File: config.mk
export PLATFORM = sky130hd
export DESIGN_NAME = aff_operand
export DESIGN_NICKNAME = d
export VERILOG_FILES = /design/src/sv/aff_pkg.sv /design/src/sv/aff_operand.sv
export SDC_FILE = /design/constraint.sdc
export NUM_CORES = 1
export LEC_CHECK = 0
export BUFFER_PORTS_ARGS = -buffer_cell sky130_fd_sc_hd__buf_2
export CAP_MARGIN = 20
export CORE_AREA = 5 5 433 435
export DETAILED_ROUTE_END_ITERATION = 6
export DIE_AREA = 0 0 438 440
export GPL_ROUTABILITY_DRIVEN = 0
export SETUP_SLACK_MARGIN = 0.05
export SLEW_MARGIN = 30
export SYNTH_ARGS = -nofsm -noshare
export SYNTH_HDL_FRONTEND = slang
export SYNTH_SLANG_ARGS = --single-unit
File: constraint.sdc
create_clock -name clk -period 3.4 [get_ports clk]
set_clock_uncertainty 0.05 [all_clocks]
set_input_delay 0.51 -clock clk [delete_from_list [all_inputs] [get_ports clk]]
set_output_delay 0.51 -clock clk [all_outputs]
set_load 0.05 [all_outputs]
File: src/sv/aff_pkg.sv
`default_nettype none

package aff_pkg;

	localparam int ELEMENT_WIDTH = 32;
	localparam int FRACTION_BITS = 16;

	localparam int PORT_W    = 32;
	localparam int AREG_W    = 64;
	localparam int HALF_W    = AREG_W / 2;
	localparam int NUM_AREG  = 6;
	localparam int CFG_IDX_W = 3;
	localparam int FUNC_W    = 2;

	localparam logic [FUNC_W-1:0] FUNC_COMPOSE = 2'd0;
	localparam logic [FUNC_W-1:0] FUNC_XFORM   = 2'd1;
	localparam logic [FUNC_W-1:0] FUNC_UNXFORM = 2'd2;

	typedef logic [AREG_W-1:0] areg_t;

	// identity rotation, zero translation
	localparam areg_t AREG_RESET [NUM_AREG] = '{
		64'h0000_0000_0001_0000,
		64'h0000_0000_0000_0000,
		64'h0001_0000_0000_0000,
		64'h0000_0000_0000_0000,
		64'h0000_0000_0000_0000,
		64'h0000_0000_0001_0000
	};

	typedef struct packed {
		logic load_s3;
		logic load_s4;
	} aff_lane_ctrl_t;

endpackage

`default_nettype wire

File: src/sv/aff_operand.sv
`default_nettype none

module aff_operand #(
	parameter int EW = aff_pkg::ELEMENT_WIDTH
) (
	input  logic                          clk,
	input  logic                          load,
	input  logic [aff_pkg::FUNC_W-1:0]    func_s1,
	input  logic signed [EW-1:0]          elem_s1 [4],
	input  logic                          trans_s1,
	input  aff_pkg::areg_t                areg [aff_pkg::NUM_AREG],
	output logic signed [EW-1:0]          x_s2 [4][3],
	output logic signed [EW:0]            y_s2 [3],
	output logic signed [EW-1:0]          d_s2 [4]
);

	import aff_pkg::*;

	logic signed [EW-1:0] a_mat [3][4];
	logic signed [EW-1:0] x_c [4][3];
	logic signed [EW:0]   y_c [3];
	logic signed [EW-1:0] d_c [4];

	always_comb begin
		for (int r = 0; r < 3; r++) begin
			for (int c = 0; c < 4; c++) begin
				a_mat[r][c] = areg[r * 2 + (c >> 1)][(c & 1) * HALF_W +: EW];
			end
		end
	end

	// x always comes from A, y from the input beat; lane j builds out_j
	always_comb begin
		for (int j = 0; j < 4; j++) begin
			d_c[j] = '0;
			for (int k = 0; k < 3; k++) begin
				x_c[j][k] = '0;
			end
		end
		for (int k = 0; k < 3; k++) begin
			if (func_s1 == FUNC_UNXFORM && trans_s1) begin
				y_c[k] = (EW+1)'(elem_s1[k]) - (EW+1)'(a_mat[k][3]);
			end else begin
				y_c[k] = (EW+1)'(elem_s1[k]);
			end
		end
		case (func_s1)
			FUNC_COMPOSE: begin
				for (int j = 0; j < 4; j++) begin
					for (int k = 0; k < 3; k++) begin
						x_c[j][k] = a_mat[k][j];
					end
				end
				d_c[3] = elem_s1[3];
			end
			FUNC_XFORM: begin
				for (int j = 0; j < 3; j++) begin
					for (int k = 0; k < 3; k++) begin
						x_c[j][k] = a_mat[j][k];
					end
					if (trans_s1) begin
						d_c[j] = a_mat[j][3];
					end
				end
			end
			FUNC_UNXFORM: begin
				for (int j = 0; j < 3; j++) begin
					for (int k = 0; k < 3; k++) begin
						x_c[j][k] = a_mat[k][j];
					end
				end
			end
			default: begin
			end
		endcase
	end

	always_ff @(posedge clk) begin
		if (load) begin
			x_s2 <= x_c;
			y_s2 <= y_c;
			d_s2 <= d_c;
		end
	end

endmodule

`default_nettype wire

# --- After elaboration in Yosys (flattened, before gate mapping) ---
# Cells that the tools add are included.
totals:
  register_bits: 611
  in_bits: 517
  out_inout_bits: 611
  word_cells: 32
classes:
  add_sub_neg: 3
  eq_ne: 2
  n_mux: 4
  reduce_logical: 4
ops:
  columns: ["op", "count"]
  rows:
  - ["288-bit case mux with 2 select lines", 1]
  - ["33-bit two-way mux", 3]
  - ["32-bit by 32-bit subtractor with 33-bit output", 3]
  - ["2-bit by 1-bit equality test with 1-bit output, second input constant", 1]
  - ["2-bit equality test, second input constant", 1]
  - ["2-bit zero test", 1]
  - ["2-bit AND reduction", 1]
  - ["2-bit OR reduction", 1]
  - ["1-bit logical AND", 1]

# --- Depth between registers and ports, before layout ---
depth:
  word_depth: 3
  depth_mapped: 11
  ltp_nobuf: 11

# --- Worst setup path after synthesis ---
# Ideal clock, no wire load.
synth_path:
  kind: "input-to-reg"
  start: "input port elem_s1[96] in the netlist's numbering"
  end: "register y_s2[98] in the netlist's numbering, data pin"
  setup_time_ps: 267
  t_arrival_ps: 2587
  required_ps: 3083
  setup_slack_ps: 496
  stages: 11
  n_path_buf: 0
  path_cell_list: "inv_1 -> ha_1 -> fa_1 -> and2b_1 -> o2111ai_1 -> a21boi_2 -> a41oi_2 -> o31ai_1 -> a31oi_1 -> o311ai_0 -> nand3_1"
synth_rtl:
  columns: ["element", "line", "source"]
  rows:
  - ["start, declared", "aff_operand.sv:9", "input logic signed [EW-1:0] elem_s1 [4],"]
  - ["end signal, assigned", "aff_operand.sv:81", "y_s2 <= y_c;"]
  - ["end, declared", "aff_operand.sv:13", "output logic signed [EW:0] y_s2 [3],"]

==> flow_metrics.env <==
export IMPL_cellLeakagePower_nw=18.3
export IMPL_area_growth_pct=43.4
export IMPL_core_area_mm2=0.183
export IMPL_setup_viol=0
export IMPL_synth_distinct_cells=77
export IMPL_drt_drc_violations_left=0
export IMPL_initial_core_util_pct=16.2
export IMPL_synth_nets=3251
export IMPL_worstPathRequired_ps=3740
export IMPL_finalHoldViolCount=0
export IMPL_ctsResizeCount=0
export IMPL_worstMarginPinSlew_ps=948
export IMPL_worstPathArrival_ps=3550
export IMPL_htreeDepth=3
export IMPL_maxCapViolations=0
export IMPL_synth_async_reset_ratio_pct=0
export IMPL_io_buffers=1127
export IMPL_vias=26100
export IMPL_clock_path_buffers=3
export IMPL_min_period_ps=3210
export IMPL_fin_nets=4539
export IMPL_rsz0062_at_grt="false"
export IMPL_viasPerCell=4.09
export IMPL_synth_top_area_share_pct=62.2
export IMPL_cts_buffers=73
export IMPL_drt_initial_drc_count=2168
export IMPL_timing_fmax_mhz=311
export IMPL_crit_type="in -> reg"
export IMPL_io_pins=1128
export IMPL_ir_drop_mv=0.360
export IMPL_dp_hpwl_um=112000
export IMPL_instances_no_fill=6392
export IMPL_synth_seq_area_share_pct=62.2
export IMPL_root_buffer="clkbuf_16"
export IMPL_synth_ff_type="edfxtp_1"
export IMPL_drive_gt1_share_pct=33.8
export IMPL_synth_top_area_cell="edfxtp_1"
export IMPL_design_area_mm2=0.0423
export IMPL_grt_max_degree=102
export IMPL_routed_wl_um=139000
export IMPL_chipHeight_um=440
export IMPL_rows=157
export IMPL_synth_area_per_cell_um2=11.2
export IMPL_timing_final_crit_share_pct=94.5
export IMPL_critPathMaxFanout=4
export IMPL_grt_pass1_vias=25300
export IMPL_syn_area_mm2=0.0295
export IMPL_tns_ps=0
export IMPL_cts_tree="done"
export IMPL_synth_seq_cells=611
export IMPL_ys_warn_count=0
export IMPL_slew_headroom_pct=36.8
export IMPL_utilization_pct=23.2
export IMPL_ys_top_cells_by_area="edfxtp_1, o21ai_0, nand2_1, ha_1, inv_1"
export IMPL_dpl_cell_count=6084
export IMPL_antenna_found_initial=57
export IMPL_slew_violations=0
export IMPL_clock_sinks=611
export IMPL_postSynthCellCount=2635
export IMPL_crit_path_start_kind="primary input"
export IMPL_endpoint_kind="register"
export IMPL_die_area_mm2=0.193
export IMPL_grt_usage_pct=13.5
export IMPL_die_w_um=438
export IMPL_power_total_w=0.0229
export IMPL_cellPowerDensity_mw_per_mm2=540
export IMPL_min_path_type="in -> reg"
export IMPL_outcome="complete, no violations"
export IMPL_grt_ovfl_total=0
export IMPL_routedWlPerCell_um=21.8
export IMPL_synth_edf_count=611
export IMPL_drtPass1Iterations=6
export IMPL_path_clk_slew_ps=60
export IMPL_place_area_mm2=0.0384
export IMPL_drtAntennaViolNets=0
export IMPL_grt_pass1_wl_um=188000
==> what timing repair did <==
item                                   CTS  global route
endpoints found under the hold margin  149             0
buffers inserted                         0             0
hold buffers                           149             0
==> where the power goes <==
part           switching, W  internal (W)  leakage, nW
Sequential         0.000277       0.00901         5.90
Clock               0.00334       0.00467         1.16
Combinational       0.00412       0.00143         11.3
Total               0.00774        0.0151         18.3
==> through the flow <==
stage	worst slack, ps	hold WS (ps)
floorplan	496	572
global placement	30.1	736
detailed placement	36.5	738
CTS	333	0.279
global route	136	40.1
finish	187	98.6
==> path summary, 6_finish.rpt <==
path | start | endpoint | slack (ps) | cells past startpoint
worst max-delay path | elem_s1[32] | y_s2[26] | 190 | 13
worst min-delay path | elem_s1[34] | y_s2[2] | 100 | 3
==> flip-flops by register name, indices dropped and copies added (netlist names) <==
signal	flops
y_s2	99
d_s2	128
x_s2	384
==> per-layer routing <==
layer / vias to the layer above / share of wire, % / global-route usage [%]
met5: - / 0.029 / 0
met4: 6 / 4.7 / 6.67
met3: 239 / 8.9 / 3.71
met2: 1420 / 49 / 23.0
met1: 12600 / 37 / 15.6
li1: 11900 / - / -
==> cells in the mapped netlist, types with 37 or more instances <==
| master | n |
|---|---|
| a21o_1 | 41 |
| a21oi_1 | 81 |
| and2_1 | 138 |
| and3_1 | 98 |
| clkbuf_1 | 126 |
| edfxtp_1 | 611 |
| ha_1 | 96 |
| inv_1 | 303 |
| nand2_1 | 357 |
| nor2_1 | 40 |
| nor3_1 | 109 |
| o21ai_0 | 316 |
| xnor2_1 | 37 |
| xor2_1 | 46 |
==> logic make-up after synthesis <==
kind of cell / Yosys count / share of synthesized area, %
AO/OA/AOI/OAI: 567 / 11.5
XOR/XNOR: 83 / 2.46
adder cells (fa/ha/maj): 99 / 4.27
buffers and inverters: 446 / 5.75
flip-flops: 611 / 62.2
multiplexers: 2 / 0.0678
AND/OR/NAND/NOR: 827 / 13.8
==> cell usage in the layout (no fill, tap or decap), types with 14 or more instances in the layout <==
cell and n:
buf_2 1123, edfxtp_1 611, nand2_1 356, o21ai_0 316, inv_1 303, dlygate4sd3_1 149
and2_1 138, nor3_1 109, and3_1 98, ha_1 96, a21oi_1 81, clkbuf_16 75
buf_4 69, xor2_1 46, a21o_1 41, nor2_1 38, xnor2_1 37, diode_2 28
nand3_1 18, o21ai_1 18, clkinv_1 16, nor2b_1 15, clkbuf_1 14
==> critical path, stage by stage <==
cell and delay [ps]:
dlygate4sd3_1 520, buf_2 110, inv_1 40, ha_1 210
fa_1 420, nor2b_1 200, o2111a_1 260, o21ai_1 140
o21a_2 290, o31ai_4 350, a21o_1 190, mux2i_1 170
o311ai_1 130
==> area by class of cell <==
class                      instances  area [um2]
multi-input combinational       1578        9500
timing repair buffer            1356        7910
fill                           19600      140000
sequential                       611       18300
clock buffer                      89        1930
antenna                           28        70.1
tap                             2385        2980
inverter                         303        1140
clock inverter                    42         465
No activity file was read; power rests on OpenSTA's default activity.
